[src/smgs_pkg.sv]
// ----------------------------------------------------------------------------
// smgs_pkg: shared types and constants of the stem mixer with gain slew.
// Holds the channel payloads, the command and register codes and the
// fixed-point widths that every stage agrees on.
// ----------------------------------------------------------------------------
package smgs_pkg;

  localparam int SAMPLE_BITS    = 16;
  localparam int GAIN_BITS      = 15;
  localparam int GAIN_FRAC_BITS = 14;
  localparam int STEM_IDX_BITS  = 3;
  localparam int MASK_BITS      = 8;
  localparam int COUNT_BITS     = 32;
  localparam int CFG_IDX_BITS   = 2;
  localparam int CFG_DATA_BITS  = 15;

  // Accumulators carry five guard bits above the sample width.
  localparam int ACC_BITS    = SAMPLE_BITS + 5;
  // Signed sample times zero-extended gain.
  localparam int PROD_BITS   = SAMPLE_BITS + GAIN_BITS + 1;
  // Product after the floor shift by the gain fraction bits.
  localparam int SCALED_BITS = SAMPLE_BITS + GAIN_BITS - GAIN_FRAC_BITS + 1;

  localparam logic [GAIN_BITS-1:0]     UNITY_GAIN     = GAIN_BITS'(1 << GAIN_FRAC_BITS);
  localparam logic [MASK_BITS-1:0]     MASK_RESET     = '1;
  localparam logic [GAIN_BITS-1:0]     GAIN_STEP_RESET = GAIN_BITS'(1638);

  typedef enum logic [1:0] {
    CMD_SAMPLE,
    CMD_TARGET,
    CMD_EOF
  } cmd_t;

  typedef enum logic [CFG_IDX_BITS-1:0] {
    REG_RUNNING,
    REG_STEM_MASK,
    REG_GAIN_STEP
  } cfg_reg_t;

  typedef struct packed {
    logic [1:0]                    cmd;
    logic [STEM_IDX_BITS-1:0]      stem_index;
    logic signed [SAMPLE_BITS-1:0] left_sample;
    logic signed [SAMPLE_BITS-1:0] right_sample;
    logic [GAIN_BITS-1:0]          target_level;
  } in_item_t;

  typedef struct packed {
    logic signed [SAMPLE_BITS-1:0] mix_left;
    logic signed [SAMPLE_BITS-1:0] mix_right;
    logic [COUNT_BITS-1:0]         frame_count;
  } out_item_t;

  // What the gain stage hands to the accumulator stage.
  typedef struct packed {
    logic                          mix;
    logic                          eof;
    logic signed [SCALED_BITS-1:0] scaled_left;
    logic signed [SCALED_BITS-1:0] scaled_right;
  } stage_t;

endpackage

[src/stem_mixer_gain_slew.sv]
// ----------------------------------------------------------------------------
// stem_mixer_gain_slew: stereo stem mixer with per-stem gain slew.
// An end of frame passes the input, gain stage and result registers to out_valid.
// Throughput: one transaction per cycle while no end-of-frame result is held up.
// Reset (synchronous, rst_n low): gains and targets unity, sums and count
// zero, playback stopped, all stems enabled, gain step 1638.
// ----------------------------------------------------------------------------
module stem_mixer_gain_slew #(
  parameter int NUM_STEMS = 8
) (
  input  logic                                 clk,
  input  logic                                 rst_n,
  input  logic                                 in_valid,
  output logic                                 in_ready,
  input  smgs_pkg::in_item_t                   in_data,
  output logic                                 out_valid,
  input  logic                                 out_ready,
  output smgs_pkg::out_item_t                  out_data,
  input  logic                                 cfg_we,
  input  logic [smgs_pkg::CFG_IDX_BITS-1:0]    cfg_index,
  input  logic [smgs_pkg::CFG_DATA_BITS-1:0]   cfg_data
);

  // The datapath has three register ranks: the input register, the
  // scaled-product register inside the gain stage and the result register.
  // The gain stage reads and updates the stem gain in the same cycle, so a
  // sample for a stem may follow another for the same stem directly.

  logic                              running_r;
  logic [smgs_pkg::MASK_BITS-1:0]    stem_mask_r;
  logic [smgs_pkg::GAIN_BITS-1:0]    gain_step_r;

  logic                              in_valid_r;
  smgs_pkg::in_item_t                in_r;
  logic                              stage_valid;
  smgs_pkg::stage_t                  stage;
  logic                              res_valid;
  smgs_pkg::out_item_t               res;
  logic                              out_valid_r;
  smgs_pkg::out_item_t               out_r;
  logic                              adv;

  // The pipeline only holds when an end-of-frame result is about to enter
  // a result register that is still waiting to be taken. Sample and target
  // transactions keep flowing past a waiting result.
  assign adv      = !(res_valid && out_valid_r && !out_ready);
  assign in_ready = adv;

  // Configuration registers. Write only while the block is idle; it is not enforced.
  always_ff @(posedge clk) begin
    if (!rst_n) begin
      running_r   <= 1'b0;
      stem_mask_r <= smgs_pkg::MASK_RESET;
      gain_step_r <= smgs_pkg::GAIN_STEP_RESET;
    end else if (cfg_we) begin
      case (cfg_index)
        smgs_pkg::REG_RUNNING:   running_r   <= cfg_data[0];
        smgs_pkg::REG_STEM_MASK: stem_mask_r <= cfg_data[smgs_pkg::MASK_BITS-1:0];
        smgs_pkg::REG_GAIN_STEP: gain_step_r <= cfg_data[smgs_pkg::GAIN_BITS-1:0];
        default: ;
      endcase
    end
  end

  // Input register: captures each accepted transaction.
  always_ff @(posedge clk) begin
    if (!rst_n) begin
      in_valid_r <= 1'b0;
    end else if (adv) begin
      in_valid_r <= in_valid;
    end
  end

  always_ff @(posedge clk) begin
    if (adv) begin
      in_r <= in_data;
    end
  end

  smgs_gain_stage #(
    .NUM_STEMS (NUM_STEMS)
  ) u_gain_stage (
    .clk           (clk),
    .rst_n         (rst_n),
    .adv           (adv),
    .item_valid    (in_valid_r),
    .item          (in_r),
    .running       (running_r),
    .stem_mask     (stem_mask_r),
    .gain_step     (gain_step_r),
    .stage_valid_r (stage_valid),
    .stage_r       (stage)
  );

  smgs_accum u_accum (
    .clk         (clk),
    .rst_n       (rst_n),
    .adv         (adv),
    .stage_valid (stage_valid),
    .stage       (stage),
    .running     (running_r),
    .res_valid   (res_valid),
    .res         (res)
  );

  // Result register. When it is full and not taken, adv is low, so a new
  // result never overwrites a waiting one.
  always_ff @(posedge clk) begin
    if (!rst_n) begin
      out_valid_r <= 1'b0;
    end else if (adv && res_valid) begin
      out_valid_r <= 1'b1;
    end else if (out_ready) begin
      out_valid_r <= 1'b0;
    end
  end

  always_ff @(posedge clk) begin
    if (adv && res_valid) begin
      out_r <= res;
    end
  end

  assign out_valid = out_valid_r;
  assign out_data  = out_r;

endmodule

[src/smgs_gain_stage.sv]
// ----------------------------------------------------------------------------
// smgs_gain_stage: per-stem gain and target store, gain slew and scaling.
// Moves the addressed stem's gain one step toward its target, multiplies
// both samples by the new gain and registers the scaled products.
// ----------------------------------------------------------------------------
module smgs_gain_stage #(
  parameter int NUM_STEMS = 8
) (
  input  logic                              clk,
  input  logic                              rst_n,
  input  logic                              adv,
  input  logic                              item_valid,
  input  smgs_pkg::in_item_t                item,
  input  logic                              running,
  input  logic [smgs_pkg::MASK_BITS-1:0]    stem_mask,
  input  logic [smgs_pkg::GAIN_BITS-1:0]    gain_step,
  output logic                              stage_valid_r,
  output smgs_pkg::stage_t                  stage_r
);

  localparam int IDX_W = (NUM_STEMS > 1) ? $clog2(NUM_STEMS) : 1;
  localparam int GB    = smgs_pkg::GAIN_BITS;

  logic [GB-1:0]                        gain_r   [NUM_STEMS];
  logic [GB-1:0]                        target_r [NUM_STEMS];
  logic [31:0]                          idx_wide;
  logic [IDX_W-1:0]                     addr;
  logic                                 idx_ok;
  logic                                 do_mix;
  logic                                 do_target;
  logic [GB-1:0]                        gain_cur;
  logic [GB-1:0]                        target_cur;
  logic [GB:0]                          gain_up;
  logic [GB:0]                          down_limit;
  logic [GB-1:0]                        gain_nxt;
  logic signed [smgs_pkg::PROD_BITS-1:0] prod_left;
  logic signed [smgs_pkg::PROD_BITS-1:0] prod_right;
  smgs_pkg::stage_t                     stage_nxt;

  assign idx_wide   = 32'(item.stem_index);
  assign addr       = idx_wide[IDX_W-1:0];
  assign idx_ok     = idx_wide < 32'(NUM_STEMS);
  assign do_mix     = item_valid && (item.cmd == smgs_pkg::CMD_SAMPLE) && running && idx_ok
                      && stem_mask[item.stem_index];
  assign do_target  = item_valid && (item.cmd == smgs_pkg::CMD_TARGET) && idx_ok;
  assign gain_cur   = gain_r[addr];
  assign target_cur = target_r[addr];
  assign gain_up    = {1'b0, gain_cur} + {1'b0, gain_step};
  assign down_limit = {1'b0, target_cur} + {1'b0, gain_step};

  // Slew one step toward the target without passing it.
  always_comb begin
    gain_nxt = gain_cur;
    if (gain_cur < target_cur) begin
      gain_nxt = (gain_up > {1'b0, target_cur}) ? target_cur : gain_up[GB-1:0];
    end else if (gain_cur > target_cur) begin
      gain_nxt = ({1'b0, gain_cur} >= down_limit) ? (gain_cur - gain_step) : target_cur;
    end
  end

  assign prod_left  = smgs_pkg::PROD_BITS'(item.left_sample * $signed({1'b0, gain_nxt}));
  assign prod_right = smgs_pkg::PROD_BITS'(item.right_sample * $signed({1'b0, gain_nxt}));

  // Taking the upper bits is an arithmetic shift, which floors.
  always_comb begin
    stage_nxt.mix          = do_mix;
    stage_nxt.eof          = item_valid && (item.cmd == smgs_pkg::CMD_EOF);
    stage_nxt.scaled_left  = prod_left[smgs_pkg::GAIN_FRAC_BITS +: smgs_pkg::SCALED_BITS];
    stage_nxt.scaled_right = prod_right[smgs_pkg::GAIN_FRAC_BITS +: smgs_pkg::SCALED_BITS];
  end

  always_ff @(posedge clk) begin
    if (!rst_n) begin
      for (int i = 0; i < NUM_STEMS; i++) begin
        gain_r[i]   <= smgs_pkg::UNITY_GAIN;
        target_r[i] <= smgs_pkg::UNITY_GAIN;
      end
    end else if (adv) begin
      if (do_mix) begin
        gain_r[addr] <= gain_nxt;
      end
      if (do_target) begin
        target_r[addr] <= item.target_level;
      end
    end
  end

  always_ff @(posedge clk) begin
    if (!rst_n) begin
      stage_valid_r <= 1'b0;
    end else if (adv) begin
      stage_valid_r <= item_valid;
    end
  end

  always_ff @(posedge clk) begin
    if (adv) begin
      stage_r <= stage_nxt;
    end
  end

endmodule

[src/smgs_accum.sv]
// ----------------------------------------------------------------------------
// smgs_accum: frame accumulators and frame counter.
// Adds scaled samples with saturation and, at the end of a frame, forms
// the clamped mix, clears the sums and, while running, counts the frame.
// ----------------------------------------------------------------------------
module smgs_accum (
  input  logic               clk,
  input  logic               rst_n,
  input  logic               adv,
  input  logic               stage_valid,
  input  smgs_pkg::stage_t   stage,
  input  logic               running,
  output logic               res_valid,
  output smgs_pkg::out_item_t res
);

  localparam int AB = smgs_pkg::ACC_BITS;
  localparam int SB = smgs_pkg::SAMPLE_BITS;
  localparam logic signed [AB-1:0] ACC_MAX = {1'b0, {(AB-1){1'b1}}};
  localparam logic signed [AB-1:0] ACC_MIN = {1'b1, {(AB-1){1'b0}}};
  localparam logic signed [AB-1:0] OUT_MAX = AB'({1'b0, {(SB-1){1'b1}}});
  localparam logic signed [AB-1:0] OUT_MIN = -OUT_MAX - AB'(1);

  logic signed [AB-1:0]                  acc_left_r;
  logic signed [AB-1:0]                  acc_right_r;
  logic signed [AB-1:0]                  acc_left_nxt;
  logic signed [AB-1:0]                  acc_right_nxt;
  logic [smgs_pkg::COUNT_BITS-1:0]       frame_cnt_r;
  logic [smgs_pkg::COUNT_BITS-1:0]       frame_cnt_nxt;
  logic signed [AB:0]                    sum_left;
  logic signed [AB:0]                    sum_right;
  logic signed [SB-1:0]                  clamp_left;
  logic signed [SB-1:0]                  clamp_right;

  assign sum_left  = {acc_left_r[AB-1], acc_left_r} + (AB+1)'(stage.scaled_left);
  assign sum_right = {acc_right_r[AB-1], acc_right_r} + (AB+1)'(stage.scaled_right);

  always_comb begin
    if (sum_left > $signed({ACC_MAX[AB-1], ACC_MAX})) begin
      acc_left_nxt = ACC_MAX;
    end else if (sum_left < $signed({ACC_MIN[AB-1], ACC_MIN})) begin
      acc_left_nxt = ACC_MIN;
    end else begin
      acc_left_nxt = sum_left[AB-1:0];
    end
    if (sum_right > $signed({ACC_MAX[AB-1], ACC_MAX})) begin
      acc_right_nxt = ACC_MAX;
    end else if (sum_right < $signed({ACC_MIN[AB-1], ACC_MIN})) begin
      acc_right_nxt = ACC_MIN;
    end else begin
      acc_right_nxt = sum_right[AB-1:0];
    end
  end

  always_comb begin
    if (acc_left_r > OUT_MAX) begin
      clamp_left = OUT_MAX[SB-1:0];
    end else if (acc_left_r < OUT_MIN) begin
      clamp_left = OUT_MIN[SB-1:0];
    end else begin
      clamp_left = acc_left_r[SB-1:0];
    end
    if (acc_right_r > OUT_MAX) begin
      clamp_right = OUT_MAX[SB-1:0];
    end else if (acc_right_r < OUT_MIN) begin
      clamp_right = OUT_MIN[SB-1:0];
    end else begin
      clamp_right = acc_right_r[SB-1:0];
    end
  end

  assign frame_cnt_nxt = running ? (frame_cnt_r + 1'b1) : frame_cnt_r;

  assign res_valid       = stage_valid && stage.eof;
  assign res.mix_left    = running ? clamp_left : '0;
  assign res.mix_right   = running ? clamp_right : '0;
  assign res.frame_count = frame_cnt_nxt;

  always_ff @(posedge clk) begin
    if (!rst_n) begin
      acc_left_r  <= '0;
      acc_right_r <= '0;
      frame_cnt_r <= '0;
    end else if (adv && stage_valid) begin
      if (stage.eof) begin
        acc_left_r  <= '0;
        acc_right_r <= '0;
        frame_cnt_r <= frame_cnt_nxt;
      end else if (stage.mix) begin
        acc_left_r  <= acc_left_nxt;
        acc_right_r <= acc_right_nxt;
      end
    end
  end

endmodule
[config.mk]
export PLATFORM = sky130hd
export DESIGN_NAME = stem_mixer_gain_slew
export DESIGN_NICKNAME = d
export VERILOG_FILES = /design/src/smgs_pkg.sv /design/src/stem_mixer_gain_slew.sv /design/src/smgs_gain_stage.sv /design/src/smgs_accum.sv
export SDC_FILE = /design/constraint.sdc
export NUM_CORES = 2
export LEC_CHECK = 0
export BUFFER_PORTS_ARGS = -buffer_cell sky130_fd_sc_hd__clkbuf_2
export CORE_AREA = 2 2 384 386
export DETAILED_ROUTE_END_ITERATION = 12
export DIE_AREA = 0 0 386 388
export REMOVE_ABC_BUFFERS = 1
export SYNTH_ARGS = -nofsm -noshare
export SYNTH_HDL_FRONTEND = slang
export SYNTH_SLANG_ARGS = --single-unit
[constraint.sdc]
create_clock -name clk -period 39.7 [get_ports clk]
set_clock_uncertainty 0.2 [all_clocks]
set_input_delay 1.985 -clock clk [delete_from_list [all_inputs] [get_ports clk]]
set_output_delay 1.985 -clock clk [all_outputs]
set_load 0.02 [all_outputs]
### After elaboration in Yosys (flattened, before gate mapping)

Memory sizes are Yosys's and may differ from the RTL's. A register that Yosys moved wholly into a read port is not among the register bits.
Index checks and enable logic that the tools add are counted.

* register bits after elaboration: 255
* bits in writable memories: 240
* output and inout port bits: 66
* memories: 2

Memory list
* u_gain_stage.gain_r: words 8, bits a word 15, read ports 1, clocked after Yosys merged registers in 1, write ports 8, line smgs_gain_stage.sv:24 `logic [GB-1:0] gain_r [NUM_STEMS];`
* u_gain_stage.target_r: words 8, bits a word 15, read ports 1, clocked after Yosys merged registers in 1, write ports 8, line smgs_gain_stage.sv:25 `logic [GB-1:0] target_r [NUM_STEMS];`

* add/sub/neg operators: 6
* multipliers: 2
* magnitude comparators: 14
* equal/unequal tests: 4
* mux-type cells: 38
* bitwise gates (word level): 1
* reductions and logical operators: 27

Operator list (count)
* 2-to-1 mux 21 bit: 8
* 2-to-1 mux 15 bit: 8
* multiplier 16 x 16 -> 32 bit: 2
* adder 21 x 18 -> 22 bit: 2
* > comparator 22 x 21 -> 1 bit (second input constant): 2
* < comparator 22 x 21 -> 1 bit (second input constant): 2
* > comparator 21 x 16 -> 1 bit (second input constant): 2
* < comparator 21 x 16 -> 1 bit (second input constant): 2
* adder 15 x 15 -> 16 bit: 2
* adder 32 x 1 -> 32 bit (second input constant): 1
* 2-to-1 mux 16 bit: 2
* 2-to-1 mux 32 bit: 1
* OR reduction 15 bit: 2
* >= comparator 15 x 16 -> 1 bit: 1
* > comparator 16 x 15 -> 1 bit: 1
* > comparator 15 bit: 1
* < comparator 15 bit: 1
* subtractor 15 bit: 1
* 2-to-1 mux 1 bit: 14
* logical AND 1 bit: 12
* 2-to-1 mux 3 bit: 4
* AND reduction 2 bit: 5
* < comparator 3 x 4 -> 1 bit (second input constant): 2
* == test 2 x 1 -> 1 bit (second input constant): 2
* 7 further kinds: 12

### Longest topological paths before layout

* depth after elaboration: 11
* depth in mapped cells: 59
* gate-level depth less buffers: 54

### Modules after synthesis

A second synthesis with hierarchy kept.

* cell total of the unflattened synthesis: 4434
* area total of the unflattened synthesis: 44407.6 um2

By module, submodules not included
* smgs_gain_stage: instances 1, cells an instance 3364, area an instance 33674.8 um2
* smgs_accum: instances 1, cells an instance 842, area an instance 6145.9 um2
* stem_mixer_gain_slew: instances 1, cells an instance 228, area an instance 4586.9 um2

### Least setup slack after synthesis

OpenSTA, ideal clock, no wires.

* kind: register to register
* start: register with a tool-made name
* end: register u_gain_stage.stage_r[34] in the netlist's numbering, data pin
* setup time: 180 ps
* arrival time: 12372 ps
* data required time: 39320 ps
* path slack: 26948 ps
* stages on the path, launching flop included: 56
* cell sequence: dfxtp_1 -> buf_2 -> buf_6 -> buf_2 -> buf_1 -> mux4_2 -> mux2_2 -> ha_1 -> clkbuf_1 -> nand2b_1 -> a21oi_1 -> o21ai_0 -> a21oi_1 -> nor2_1 -> o21ba_2 -> o41ai_1 -> a21oi_1 -> o21bai_1 -> (+20 left out) -> inv_1 -> fa_1 -> inv_1 -> fa_1 -> inv_1 -> ha_1 -> and3_1 -> nand2_1 -> nor3_1 -> nand2_1 -> nand4b_1 -> a21oi_1 -> o21a_1 -> o21a_1 -> o211ai_1 -> a21boi_0 -> o21ai_0 -> a221oi_1

RTL lines
* to (signal assigned): line smgs_gain_stage.sv:98 `stage_r <= stage_nxt;`
* to (decl): line smgs_gain_stage.sv:18 `output smgs_pkg::stage_t stage_r`

==> out/results.txt <==
status - completed
Final GP Congestion - 0.8808
unrepaired setup endpoints after global routing - false
clk root buf - clkbuf_16
most frequent cells in the layout - 635 x inv_1, 495 x fa_1, 394 x edfxtp_1
Worst Path Required - 39990 ps
Fillers - 14620
final wirelength - 112.3 mm
via count - 29210
worst endpoint data arrival time - 14890 ps
Clock Sinks - 498
Post-synth EDFFs - 394
Slew HR - 0.1303
number of global-route vias before repair - 31370
largest net degree at the start of global routing - 70
Synth Instances - 4127
setup_tns - 0 ps
first-pass GRT wire length - 178.4 mm
grt ovf - 0
FF-to-FF End - u_gain_stage.stage_r[34]
synthesis-to-layout area growth - 11.33%
initial antenna violation count - 3
clock latency on the worst-skew pair - 720 ps
critical path's slowest cell - nand3_1
Final #Nets - 5062
Post-CTS Resized - 0
register area share after synthesis - 0.3204
Final ANT Viol Nets - 0
Setup WS post-layout - 25100 ps
DRC Markers - 0
slew at the pin closest to its max-slew limit - 1303 ps
DR WL/cell - 18.21 um
worst slack at placement - 25210 ps
Starting Density - 0.2990
row cnt - 140
Max clock buf depth - 3
#FFs+latches synth - 498
Synthesis Warnings - 0
GRT Total Usage - 0.1532
TritonRoute pass-1 iters - 7
critical path's most frequent cell - fa_1
Post-synth top flop - edfxtp_1
# hold bufs at CTS - 0
non-filler cells, final - 6168
CP Max Fanout - 40
r2r setup slk - 25100 ps
postcts setup bufs - 0
die span in x - 386 um
Setup crit end kind - register
vias per cell - 4.736
Final setup viols - 0
most common cell after layout, fill and taps aside - inv_1
ys async rst share - 0
Register-to-Register Path Depth - 53
syn_area_per_cell - 10.52 um2
PortBufs - 139
fmax - 68.50 MHz
die height - 388 um
TritonCTS clock tree - built
Max-Cap Viols - 0
final cycle utilization of the critical path - 0.3677
Worst Hold Margin - 271.8 ps
Ant. Diodes - 0
Inserted Clock Buffers - 60
Worst setup SP type - register
Core ar. - 145200 um2
Post-Syn Area - 43430 um2
final hold viol count - 0
I/O pin cnt - 140
placed insts - 6057
H-Tree Level Count - 2
Critical Path Max Stage Delay - 730 ps
DIE AREA - 149800 um2
Setup CP Type - register to register
Distinct cells, synth - 75
crit path time final - 14600 ps
layout cells sized above 1 - 0.09951
CTS clk-pin slew, worst paths - 60 ps
Hold Path Class - register to register
final slew viol count - 0
drt initial violations - 1640
post-DP HPWL - 82.21 mm
critical path capture point - u_gain_stage.stage_r[34]
[state kept, by name (all words and copies together), names as in the netlist, 15 cells and up, named ones only]
name,cells
gain_step_r,15
in_r,52
out_data,64
u_accum.acc_left_r,21
u_accum.acc_right_r,21
u_accum.frame_cnt_r,32
u_gain_stage.gain_r,120
u_gain_stage.stage_r,38
u_gain_stage.target_r,120
[per-layer routing]
layer,track usage,share of wire,vias up
met5,0,0,-
met4,0.05044,0.032,0
met3,0.02510,0.053,168
met2,0.2659,0.49,668
met1,0.1923,0.42,14730
li1,-,-,13650
[logic make-up (layout without fill, tap and decap cells)]
group	after synthesis	count (layout)	synth area share
flops	498	498	0.3204
mux	103	103	0.04224
fa+ha+maj	786	786	0.3120
buf+inv	814	938	0.07065
xor+xnor	172	172	0.03469
simple gates	1266	1266	0.1466
compound gates	488	488	0.07342
[worst max-delay path: cells and delay by family (launching register included)]
kind / cells / cell delay (ps)
AOI/OAI and AO/OA: 20 / 4290
adders and majority gates: 10 / 4010
and+or+nand+nor: 11 / 2250
buffers and inverters: 7 / 1440
muxes: 4 / 1310
DFF: 1 / 680
xor gates and xnor gates: 1 / 90
[synth_stat cells, types with 15 or more instances]
master / number / share of area
or3_1: 15 / 0.0022
xnor2_1: 102 / 0.021
o21ai_0: 73 / 0.0084
nor3_1: 43 / 0.0050
nor2_1: 237 / 0.020
nand2b_1: 26 / 0.0037
inv_1: 635 / 0.055
nand2_1: 353 / 0.031
and3_1: 60 / 0.0086
clkbuf_1: 163 / 0.014
ha_1: 291 / 0.084
o211ai_1: 37 / 0.0064
mux2i_1: 19 / 0.0044
dfxtp_1: 104 / 0.048
or2_2: 16 / 0.0023
mux4_2: 62 / 0.032
fa_1: 495 / 0.23
nand4_1: 17 / 0.0024
o21bai_1: 22 / 0.0038
nor2b_1: 120 / 0.017
o21a_1: 16 / 0.0028
a211oi_1: 18 / 0.0031
a21oi_1: 162 / 0.019
a21bo_2: 15 / 0.0035
mux2_2: 22 / 0.0057
edfxtp_1: 394 / 0.27
a21boi_0: 24 / 0.0041
nand3_1: 59 / 0.0068
xor2_1: 70 / 0.014
and2_1: 293 / 0.042
a21o_1: 44 / 0.0076
[layout make-up]
type | count | area (um2) | area share
Multi-Input combinational cell | 2815 | 26600 | 0.5502
Sequential cell | 498 | 13920 | 0.2879
Tap cell | 1917 | 2399 | 0.04961
Inverter | 637 | 2392 | 0.04948
Clock buffer | 75 | 1568 | 0.03243
Timing Repair Buffer | 190 | 1079 | 0.02231
Clock inverter | 36 | 387.9 | 0.008023
[per-stage QoR]
step                        util  area (um2)
final                     0.3329       48340
after CTS                 0.3329       48340
after global placement    0.3194       46390
after detailed placement  0.3194       46390
after floorplan                -       42750
after global routing      0.3329       48340
[how the worst min path moves through the flow]
stage / startpoint / depth (start not counted) / to
final: stem_mask_r[0] / 2 / stem_mask_r[0]
after global routing: stem_mask_r[5] / 2 / stem_mask_r[5]
after CTS: stem_mask_r[7] / 2 / stem_mask_r[7]
after detailed placement: stem_mask_r[7] / 2 / stem_mask_r[7]
after global placement: stem_mask_r[5] / 2 / stem_mask_r[5]
after floorplan: stem_mask_r[4] / 2 / stem_mask_r[4]
Power is not shown: default switching activity piles up to over one toggle a cycle in this logic, so the estimate is an artifact.
